--- config.mk ---
export PLATFORM = sky130hd
export DESIGN_NAME = smbs_ctrl
export DESIGN_NICKNAME = d
export VERILOG_FILES = /design/src/design/smbs_pkg.sv /design/src/design/smbs_ctrl.sv
export SDC_FILE = /design/constraint.sdc
export NUM_CORES = 1
export LEC_CHECK = 0
export ABC_CLOCK_PERIOD_IN_PS = 1100
export BUFFER_PORTS_ARGS = -buffer_cell sky130_fd_sc_hd__buf_2
export CAP_MARGIN = 10
export CELL_PAD_IN_SITES_DETAIL_PLACEMENT = 2
export CELL_PAD_IN_SITES_GLOBAL_PLACEMENT = 2
export CORE_AREA = 2 2 39 41
export DETAILED_ROUTE_END_ITERATION = 10
export DIE_AREA = 0 0 41 43
export PLACE_DENSITY = 0.69
export SLEW_MARGIN = 20
export SYNTH_ARGS = -nofsm -noshare
export SYNTH_HDL_FRONTEND = slang
export SYNTH_SLANG_ARGS = --single-unit
--- constraint.sdc ---
create_clock -name clk_i -period 1.1 [get_ports clk_i]
set_clock_uncertainty 0.05 [all_clocks]
set_input_delay 0.11 -clock clk_i [delete_from_list [all_inputs] [get_ports clk_i]]
set_output_delay 0.11 -clock clk_i [all_outputs]
set_load 0.005 [all_outputs]
--- src/design/smbs_pkg.sv ---
// smbs_pkg: types, constants and helpers shared by the sorted-matrix search block
// no dependencies; compile first
`default_nettype none

package smbs_pkg;

  // matrix geometry
  localparam int MAX_ROWS    = 16;
  localparam int MAX_COLS    = 16;
  localparam int ROW_W       = $clog2(MAX_ROWS);
  localparam int COL_W       = $clog2(MAX_COLS);
  localparam int ADDR_W      = ROW_W + COL_W;
  localparam int CNT_W       = ADDR_W + 1;
  localparam int STORE_DEPTH = MAX_ROWS * MAX_COLS;
  localparam int DATA_W      = 32;
  localparam int DIM_W       = 5;

  // configuration port
  localparam int CFG_IDX_W  = 4;
  localparam int CFG_DATA_W = DIM_W;
  localparam logic [CFG_IDX_W-1:0] CFG_ROWS = CFG_IDX_W'(0);
  localparam logic [CFG_IDX_W-1:0] CFG_COLS = CFG_IDX_W'(1);
  localparam logic [DIM_W-1:0] ROWS_RESET = DIM_W'(MAX_ROWS);
  localparam logic [DIM_W-1:0] COLS_RESET = DIM_W'(MAX_COLS);

  // request codes
  localparam logic REQ_WRITE  = 1'b0;
  localparam logic REQ_SEARCH = 1'b1;

  // reciprocal table for index / column count: floor(2^RECIP_SHIFT / n)
  localparam int RECIP_SHIFT = 12;
  localparam int RECIP_W     = RECIP_SHIFT + 1;
  localparam logic [RECIP_W-1:0] RECIP_TBL [0:16] = '{
    13'd0,    13'd4096, 13'd2048, 13'd1365, 13'd1024, 13'd819, 13'd682,
    13'd585,  13'd512,  13'd455,  13'd409,  13'd372,  13'd341, 13'd315,
    13'd292,  13'd273,  13'd256
  };

  typedef enum logic [2:0] {
    ST_IDLE,
    ST_MID,
    ST_DIV,
    ST_CMP,
    ST_DONE
  } state_e;

  // controller to datapath
  typedef struct packed {
    logic start;
    logic wr_en;
    logic mid_en;
    logic div_en;
    logic cmp_en;
    logic rsp_load;
  } cmd_t;

  // datapath to controller
  typedef struct packed {
    logic empty;
    logic hit;
    logic out_busy;
  } sts_t;

  // zero acts as one, large values saturate
  function automatic logic [DIM_W-1:0] clamp_dim(input logic [DIM_W-1:0] v,
                                                 input logic [DIM_W-1:0] maxv);
    logic [DIM_W-1:0] r;
    if (v == '0) begin
      r = DIM_W'(1);
    end else if (v > maxv) begin
      r = maxv;
    end else begin
      r = v;
    end
    return r;
  endfunction

endpackage

`default_nettype wire

--- src/design/smbs_ctrl.sv ---
// smbs_ctrl: state machine that sequences the binary-search probes
// depends on smbs_pkg
`default_nettype none

module smbs_ctrl
  import smbs_pkg::*;
(
  input  wire   clk_i,
  input  wire   rst_ni,
  input  wire   req_valid_i,
  input  wire   req_type_i,
  output logic  req_ready_o,
  input  sts_t  sts_i,
  output cmd_t  cmd_o
);

  state_e state_q, state_d;
  logic   accept;

  assign accept = req_valid_i && (state_q == ST_IDLE);

  // next state
  always_comb begin
    state_d = state_q;
    unique case (state_q)
      ST_IDLE: begin
        if (accept && (req_type_i == REQ_SEARCH)) state_d = ST_MID;
      end
      ST_MID: begin
        state_d = sts_i.empty ? ST_DONE : ST_DIV;
      end
      ST_DIV: begin
        state_d = ST_CMP;
      end
      ST_CMP: begin
        state_d = sts_i.hit ? ST_DONE : ST_MID;
      end
      ST_DONE: begin
        if (!sts_i.out_busy) state_d = ST_IDLE;
      end
      default: state_d = ST_IDLE;
    endcase
  end

  // outputs
  always_comb begin
    cmd_o       = '0;
    req_ready_o = 1'b0;
    unique case (state_q)
      ST_IDLE: begin
        req_ready_o  = 1'b1;
        cmd_o.wr_en  = accept && (req_type_i == REQ_WRITE);
        cmd_o.start  = accept && (req_type_i == REQ_SEARCH);
      end
      ST_MID:  cmd_o.mid_en   = !sts_i.empty;
      ST_DIV:  cmd_o.div_en   = 1'b1;
      ST_CMP:  cmd_o.cmp_en   = 1'b1;
      ST_DONE: cmd_o.rsp_load = !sts_i.out_busy;
      default: cmd_o = '0;
    endcase
  end

  always_ff @(posedge clk_i or negedge rst_ni) begin
    if (!rst_ni) begin
      state_q <= ST_IDLE;
    end else begin
      state_q <= state_d;
    end
  end

endmodule

`default_nettype wire

==> metrics.cfg, run 1 <==
[pwr]
total_power_w=0.000885
internal-power_w=0.000559
p_sw_w=0.000326
power.share.sequential_pct=28.0
clkPwrFrac_pct=21.8
swShare_pct=36.8
ir_drop_uv=681
power.leakage_nw=0.181
pwr-share-comb_pct=50.2
p_per_area_nw_per_um2=2370

[routing]
drt-pass1-iter-count=2
vias=245
wl_per_cell_microns=11.7
routed-wl-met2_microns=356
met1_length_microns=276
ant_nets=0
wirelength_microns=688
wl_met3_microns=56
drt_iter0_drc=1
drc=0
highest_layer=met3
viasPerCell=4.15

[critical_path]
crit_chain=or2b_1 > nor3_1 > buf_2
critPathSlowestCell=dfrtp_2
worstSetupEndpointType=output pin
slowest_delay_ns=0.43
cp_num_buf_inv=1
path_class=reg2out
worstRegToRegCells=2
arrival_ns=1.20
cp_top_family=flip-flops
required_ns=0.94
crit_path_max_fanout=6
start_kind=flop
path_depth=3

[floorplanning]
die_height_microns=43
placementRows=14
core_sq_um=1380
ios=14
die-width_microns=41
initial_utilization_pct=15.4
die_area_sq_um=1760

[placement]
place_congestion=0.706
dp_cells=53
pre_cts_slack_ns=-0.0546
port_buffers=13
post-dp-hpwl_microns=503
placed_cell_area_sq_um=309

[sta]
maxSlewHeadroom_pct=79.8
drv_slew=0
rsz0062_at_grt=yes
fin_crit_sh_pct=124
max_freq_mhz=735
setup_viol=8
setup_slack_ns=-0.261
hold_viol=0
worst_pin_slew_ns=0.299
period_needed_ns=1.36

[synth]
synth_largest_area_cell=dfrtp_1
synth_top_area_share_pct=35.3
avgSynthCellArea_sq_um=9.67
syn_area_sq_um=213
ys_types=16
seq_area_frac_synth_pct=35.3
ys_seq_elements=3
synth.area.top_cells=dfrtp_1 (35%), or2b_1 (11%), nor3_1 (7.1%)
yosysWarnings=0
synth_cells=22
synth_nets=29

[clock_network]
clk_pin_slew_ns=0.04
insertion_delay_ns=0.23
htree_levels=1
clock-sinks=3
root_buffer=clkbuf_4
clock_path_buffers=2
cts_tree=built
cts_made_buffers=3

[finish]
stdcell_count=59
mostFrequentLayoutCell=buf_2
top_regs=state_q (3)
final_cell_area_sq_um=373
fillCellCount=170
syn2layout_area_growth_pct=75.3
drive_gt1_share_pct=60.5
diodes=0
final_cell_mix=buf_2 (13), buf_4 (4), or2b_1 (3), clkbuf_4 (3), dfrtp_2 (3)
nNetsFinal=51
top_register=state_q
largest_reg_flops=3

[global_routing]
grtUsageTotal_pct=9.37
antenna_found_initial=0
grt_pass1_vias=259
grt_start_max_net_pins=8
grt_pass1_wl_microns=1040
overflow=0

[run_status]
violations=negative setup slack
status=finished, violations left

[worst_hold_path]
hold_path_class=in2reg
holdPathStages=3

[run]
drv_cap=0

==> kinds of logic (layout without fill, tap and decap cells) <==
| family | after synthesis | after routing | share of synthesized area (%) |
|---|---|---|---|
| AND/OR/NAND/NOR | 13 | 13 | 43.5 |
| AO/OA/AOI/OAI | 3 | 3 | 9.41 |
| flip-flops | 3 | 3 | 35.3 |
| buffers and inverters | 2 | 23 | 7.06 |
| multiplexers | 1 | 1 | 4.71 |
==> stage by stage <==
| step | setup TNS (ns) | utilization [%] | hold WS, ns |
|---|---|---|---|
| finish | -1.44 | 26.9 | 0.127 |
| global route | -2.00 | 26.9 | 0.144 |
| CTS | -1.59 | 26.5 | 0.119 |
| detailed placement | -0.167 | 22.3 | -0.142 |
| global placement | -0.0802 | 22.3 | -0.143 |
| floorplan | 0 | - | -0.236 |
==> cell type report <==
type	instances	area [sq um]	share of cell area [%]
multi-input cells	17	139	37.2
well taps	16	20.0	5.37
repair buffers	18	105	28.2
flip-flops and latches	3	78.8	21.1
clock buffers	4	26.3	7.05
inverters	1	3.75	1.01
==> what timing repair did <==
action / in CTS / in global routing
resized for setup: 5 / 1
setup endpoints to repair: 8 / 9
pin swaps: 1 / 0
setup buffers: 1 / 0
cloned: 0 / 0
hold buffers: 1 / 0
hold endpoints to repair: 3 / 0
==> synth_stat cells (all sizes together) <==
cell     count
a21oi        1
a31oi        1
and3         1
and3b        1
buf          1
dfrtp        3
inv          1
mux2i        1
nand3b       1
nand4bb      1
nor2         1
nor3         3
nor4b        1
o21ai        1
or2b         3
or3b         1
==> path summary, 6_finish.rpt <==
| path | slack (ns) | endpoint | startpoint |
|---|---|---|---|
| setup reg to reg | 0 | state_q[1] | state_q[1] |
| setup / recovery | -0.26 | cmd_o[3] | state_q[2] |
| min in group asynchronous | 0.16 | state_q[2] | rst_ni |
| hold reg to reg | 0.46 | state_q[0] | state_q[2] |
| max in group asynchronous | 0.72 | state_q[0] | rst_ni |
| hold / removal | 0.13 | state_q[0] | sts_i[1] |
==> power by group through the flow <==
stage          clock, W  combinational, W  sequential (W)
2_1_floorplan         0          0.000227        0.000205
3_3_place_gp          0          0.000369        0.000231
3_5_place_dp          0          0.000374        0.000237
4_1_cts        0.000204          0.000430        0.000250
5_1_grt        0.000213          0.000491        0.000263
6_report       0.000193          0.000444        0.000248
==> routing by layer <==
layer	vias up	GRT usage (%)
met5	-	0
met4	0	8.00
met3	0	3.14
met2	9	11.6
met1	115	12.3
li1	121	-
==> worst register-to-register path, delay by kind of cell, from the launching register on <==
kind	cells	cell delay, ns
AOI/OAI and AO/OA	1	0.15
DFF	1	0.44
and+or+nand+nor	1	0.39
(Power assumes the default switching activity.)
==> run 2: changes to the inputs <==
Settings changed: GPL_TIMING_DRIVEN set to 0, SETUP_SLACK_MARGIN set to 0.1.
==> run 2 against run 1 <==
Net effect: the flow still finishes with violations (negative setup slack); highest routed layer is now met4; largest cell class unchanged; critical path type unchanged; fmax increased by 0.40%; clock power grew 5%; final area increased by 15%.
==> metrics.cfg, run 2 (same netlist as run 1, synthesis figures left out) <==
[run_status]
status=finished, violations left
violations=negative setup slack

[floorplanning]
ios=14
core_sq_um=1380
initial_utilization_pct=15.4
die_area_sq_um=1760
die_height_microns=43
die-width_microns=41
placementRows=14

[critical_path]
path_class=reg2out
crit_path_max_fanout=5
cp_num_buf_inv=1
arrival_ns=1.20
crit_chain=or2b_1 > nor3_2 > buf_2
start_kind=flop
critPathSlowestCell=dfrtp_2
worstSetupEndpointType=output pin
cp_top_family=flip-flops
slowest_delay_ns=0.43
required_ns=0.94

[sta]
setup_viol=8
worst_pin_slew_ns=0.212
drv_slew=0
setup_slack_ns=-0.256
fin_crit_sh_pct=123
rsz0062_at_grt=yes
maxSlewHeadroom_pct=85.5
period_needed_ns=1.36
max_freq_mhz=738
hold_viol=0
holdWs_ns=0.109

[pwr]
internal-power_w=0.000675
clkPwrFrac_pct=19.2
power.leakage_nw=0.212
p_per_area_nw_per_um2=2450
swShare_pct=36.1
pwr-share-comb_pct=59.0
power.share.sequential_pct=21.8
p_sw_w=0.000381
ir_drop_uv=543

[clock_network]
insertion_delay_ns=0.24
clock_path_buffers=2
cts_tree=built
cts_made_buffers=3
clk_pin_slew_ns=0.04
root_buffer=clkbuf_4
clock-sinks=3
htree_levels=1

[finish]
final_cell_mix=buf_2 (13), buf_4 (5), buf_6 (3), or2b_1 (3), clkbuf_4 (3)
stdcell_count=63
drive_gt1_share_pct=70.2
top_register=state_q
largest_reg_flops=3
mostFrequentLayoutCell=buf_2
syn2layout_area_growth_pct=102
top_regs=state_q (3)
nNetsFinal=55
diodes=0

[routing]
vias=279
drt-pass1-iter-count=2
drc=0
wl_per_cell_microns=11.8
ant_nets=0
drt_iter0_drc=1
viasPerCell=4.43
wirelength_microns=744

[placement]
port_buffers=13
dp_cells=51
place_congestion=0.602
pre_cts_slack_ns=-0.0704

[global_routing]
grtUsageTotal_pct=10.2
grt_pass1_wl_microns=1110
grt_pass1_vias=274
grt_start_max_net_pins=9
overflow=0
antenna_found_initial=0

[run]
drv_cap=0

[worst_hold_path]
hold_path_class=in2reg

[run 2: timing repair]
action,CTS,global route
setup buffers,4,3
endpoints found under the setup margin,10,10
hold buffers,1,0
hold endpoints to repair,3,0
resized for setup,6,6
pin swaps,3,1
[run 2: worst paths after layout]
check | endpoint | startpoint | cells after the start | slack [ns]
setup / recovery | cmd_o[3] | state_q[2] | 3 | -0.26
hold / removal | state_q[0] | sts_i[1] | 3 | 0.11
setup reg to reg | state_q[1] | state_q[1] | 4 | -0.12
hold reg to reg | state_q[0] | state_q[2] | 1 | 0.45
max in group asynchronous | state_q[2] | rst_ni | 2 | 0.73
min in group asynchronous | state_q[0] | rst_ni | 2 | 0.15
[run 2: power by group through the flow]
stage	clock network, W	logic [W]	registers [W]
floorplan	0	0.000236	0.000210
global placement	0	0.000353	0.000233
detailed placement	0	0.000357	0.000236
CTS	0.000209	0.000490	0.000236
global route	0.000213	0.000683	0.000241
finish	0.000203	0.000623	0.000230
[run 2: area by class of cell]
type                            instances  area, sq um
Fill cell                             167          953
Multi-Input combinational cell         17          156
Clock buffer                            4         26.3
Sequential cell                         3         77.6
Timing Repair Buffer                   21          135
Inverter                                1         3.75
Tap cell                               16         20.0
Buffer                                  1         11.3
[run 2: through the flow]
stage / instance area (sq um) / total power [W] / utilization [%] / setup TNS (ns)
6_report: 430 / 0.00106 / 31.1 / -1.55
3_5_place_dp: 303 / 0.000593 / 21.9 / -0.176
5_1_grt: 430 / 0.00114 / 31.1 / -2.12
4_1_cts: 384 / 0.000934 / 27.8 / -1.76
3_3_place_gp: 303 / 0.000586 / 21.9 / -0.146
2_1_floorplan: 218 / 0.000447 / - / 0
[run 2: tightest hold or removal path: stages]
cell	delay (ns)
buf_2	0.09
or2b_1	0.09
a31oi_1	0.07
[run 2: metal layers]
metal | GRT usage (%) | share of wire, % | vias to the layer above
li1 | - | - | 130
met1 | 10.2 | 37 | 134
met2 | 15.3 | 52 | 12
met3 | 1.57 | 6.3 | 3
met4 | 12.0 | 4.2 | 0
met5 | 0 | 0 | -
==> run 3: changes to the inputs <==
Settings changed: ABC_AREA set to 1, CORE_AREA 2 2 39 41 to unset, CORE_MARGIN set to 2, CORE_UTILIZATION set to 13, DIE_AREA 0 0 41 43 to unset, PLACE_DENSITY 0.69 to 0.68, SETUP_SLACK_MARGIN 0.1 to unset.
==> run 3 against run 2 <==
Net effect: the flow still finishes with violations (negative setup slack); largest cell class is now non-clock buffers; fmax increased by 0.23%; global-route usage shrank 0.17 points; synthesized cell count grew 36%; utilization rose by 0.51 points; worst hold slack better by 0.019 ns; total power grew 6.1%; critical path depth grew 3; count of clock-buffer cells in the layout stayed put; worst setup slack improved by 0.0030 ns.
==> metrics.cfg, run 3 <==
[clock_network]
cts_tree=built
insertion_delay_ns=0.23
root_buffer=clkbuf_4
clk_pin_slew_ns=0.03
clock_path_buffers=2
htree_levels=1
cts_made_buffers=3
clock-sinks=3

[floorplanning]
core_sq_um=1330
placementRows=13
die-width_microns=42.3
die_height_microns=42.3
ios=14
initial_utilization_pct=14.3
die_area_sq_um=1790

[synth]
syn_area_sq_um=190
ys_seq_elements=3
seq_area_frac_synth_pct=39.5
synth_cells=30
yosys_most_used_dff=dfrtp_1
synth_edf_count=0
synth.area.top_cells=dfrtp_1 (39%), nand2_1 (12%), nor2_1 (12%)
synth_top_area_share_pct=39.5
synth_common_cells=nand2_1 (6), nor2_1 (6), inv_1 (4), dfrtp_1 (3), inv_2 (3)
avgSynthCellArea_sq_um=6.34
yosysWarnings=0
synth_nets=37
ys_types=11
synth_largest_area_cell=dfrtp_1
synthArstFlopShare_pct=100

[critical_path]
arrival_ns=1.19
worstRegToRegCells=9
worstSetupEndpointType=output pin
start_kind=flop
path_class=reg2out
crit_path_max_fanout=4
required_ns=0.94

[finish]
syn2layout_area_growth_pct=122
stdcell_count=71
mostFrequentLayoutCell=buf_2
largest_reg_flops=3
drive_gt1_share_pct=64.3
nNetsFinal=64
final_cell_mix=buf_2 (12), buf_4 (6), nor2_1 (5)
top_regs=state_q (3)
diodes=0
top_register=state_q

[placement]
pre_cts_slack_ns=-0.0312
place_congestion=0.681
dp_cells=58
port_buffers=13
post-dp-hpwl_microns=517

[sta]
rsz0062_at_grt=yes
holdWs_ns=0.127
setup_slack_ns=-0.253
maxSlewHeadroom_pct=86.8
fin_tns_setup_ns=-1.53
setup_viol=8
period_needed_ns=1.35
max_freq_mhz=739
worst_pin_slew_ns=0.196
drv_slew=0
hold_viol=0
fin_crit_sh_pct=123

[pwr]
p_sw_w=0.000444
clkPwrFrac_pct=17.2
power.leakage_nw=0.235
swShare_pct=39.6
total_power_w=0.00112
pwr-share-comb_pct=62.9
internal-power_w=0.000677
power.share.sequential_pct=20.0
p_per_area_nw_per_um2=2660
ir_drop_uv=654

[worst_hold_path]
holdPathStages=4
hold_path_class=in2reg

[routing]
viasPerCell=4.01
wl_per_cell_microns=11.9
ant_nets=0
drc=0
drt_iter0_drc=3
vias=285
wirelength_microns=842
drt-pass1-iter-count=3

[global_routing]
grtUsageMet3_pct=2.59
grt_pass1_wl_microns=1330
grt_pass1_vias=308
antenna_found_initial=0
grtUsageTotal_pct=10.0
grt_start_max_net_pins=6
grtUsageMet1_pct=10.8
grt_util_met2_pct=17.5
busiest_layer=met2
overflow=0

[run_status]
status=finished, violations left
violations=negative setup slack

[run]
drv_cap=0

==> run 3: cell count changes after synthesis, moves of 2 or more <==
cell and delta:
inv_1 +3, inv_2 +3, nand2_1 +6, nor2_1 +5, nor3_1 -3, o21ai_1 +2
or2b_1 -3
==> run 3: area by class of cell <==
cell class | count | area [sq um]
fill | 174 | 912
timing repair buffer | 22 | 149
multi-input combinational | 20 | 125
sequential | 3 | 76.3
clock buffer | 4 | 26.3
inverter | 7 | 26.3
tap | 15 | 18.8
==> run 3: cell families after synthesis <==
kind of cell / after synthesis / share of synthesized area [%]
buf+inv: 7 / 13.8
simple gates: 16 / 36.2
flops: 3 / 39.5
compound gates: 4 / 10.5
==> run 3: critical path: stages (launching register included) <==
cell and delay [ns]:
dfrtp_1 0.41, inv_2 0.08, nand2_2 0.06, nor2_4 0.10, nand2_2 0.08, nor2_2 0.12, buf_2 0.12
==> run 3: power groups by stage <==
stage                     Clock, W  Combinational [W]  Sequential (W)
after floorplan                  0           0.000209        0.000195
after global placement           0           0.000329        0.000208
after detailed placement         0           0.000338        0.000207
after CTS                 0.000200           0.000535        0.000206
after global routing      0.000211           0.000774        0.000233
final                     0.000193           0.000705        0.000224
==> run 3: final timing paths <==
check                      startpoint    endpoint  slack [ns]
max in group asynchronous      rst_ni  state_q[1]        0.73
hold / removal               sts_i[2]  state_q[1]        0.13
setup / recovery           state_q[0]    cmd_o[4]       -0.25
min in group asynchronous      rst_ni  state_q[2]        0.15
setup reg to reg           state_q[0]  state_q[0]       -0.14
hold reg to reg            state_q[2]  state_q[2]        0.58
==> run 3: layer usage <==
layer  up-vias  wire [microns]
li1        145               -
met1       136             378
met2         4             437
met3         0              26
met4         0               0
met5         -               0
==> run 3: through the flow <==
| step | util (%) | cell area [sq um] |
|---|---|---|
| CTS | 27.3 | 364 |
| finish | 31.6 | 422 |
| global route | 31.6 | 422 |
| detailed placement | 20.5 | 274 |
| global placement | 20.5 | 274 |
| floorplan | - | 190 |
==> run 3: timing repair <==
item | in CTS | in global routing
hold buffers | 1 | 0
endpoints found under the setup margin | 7 | 10
hold endpoints to repair | 3 | 0
pin swaps | 2 | 5
gates resized for setup | 2 | 13
buffers inserted | 6 | 2
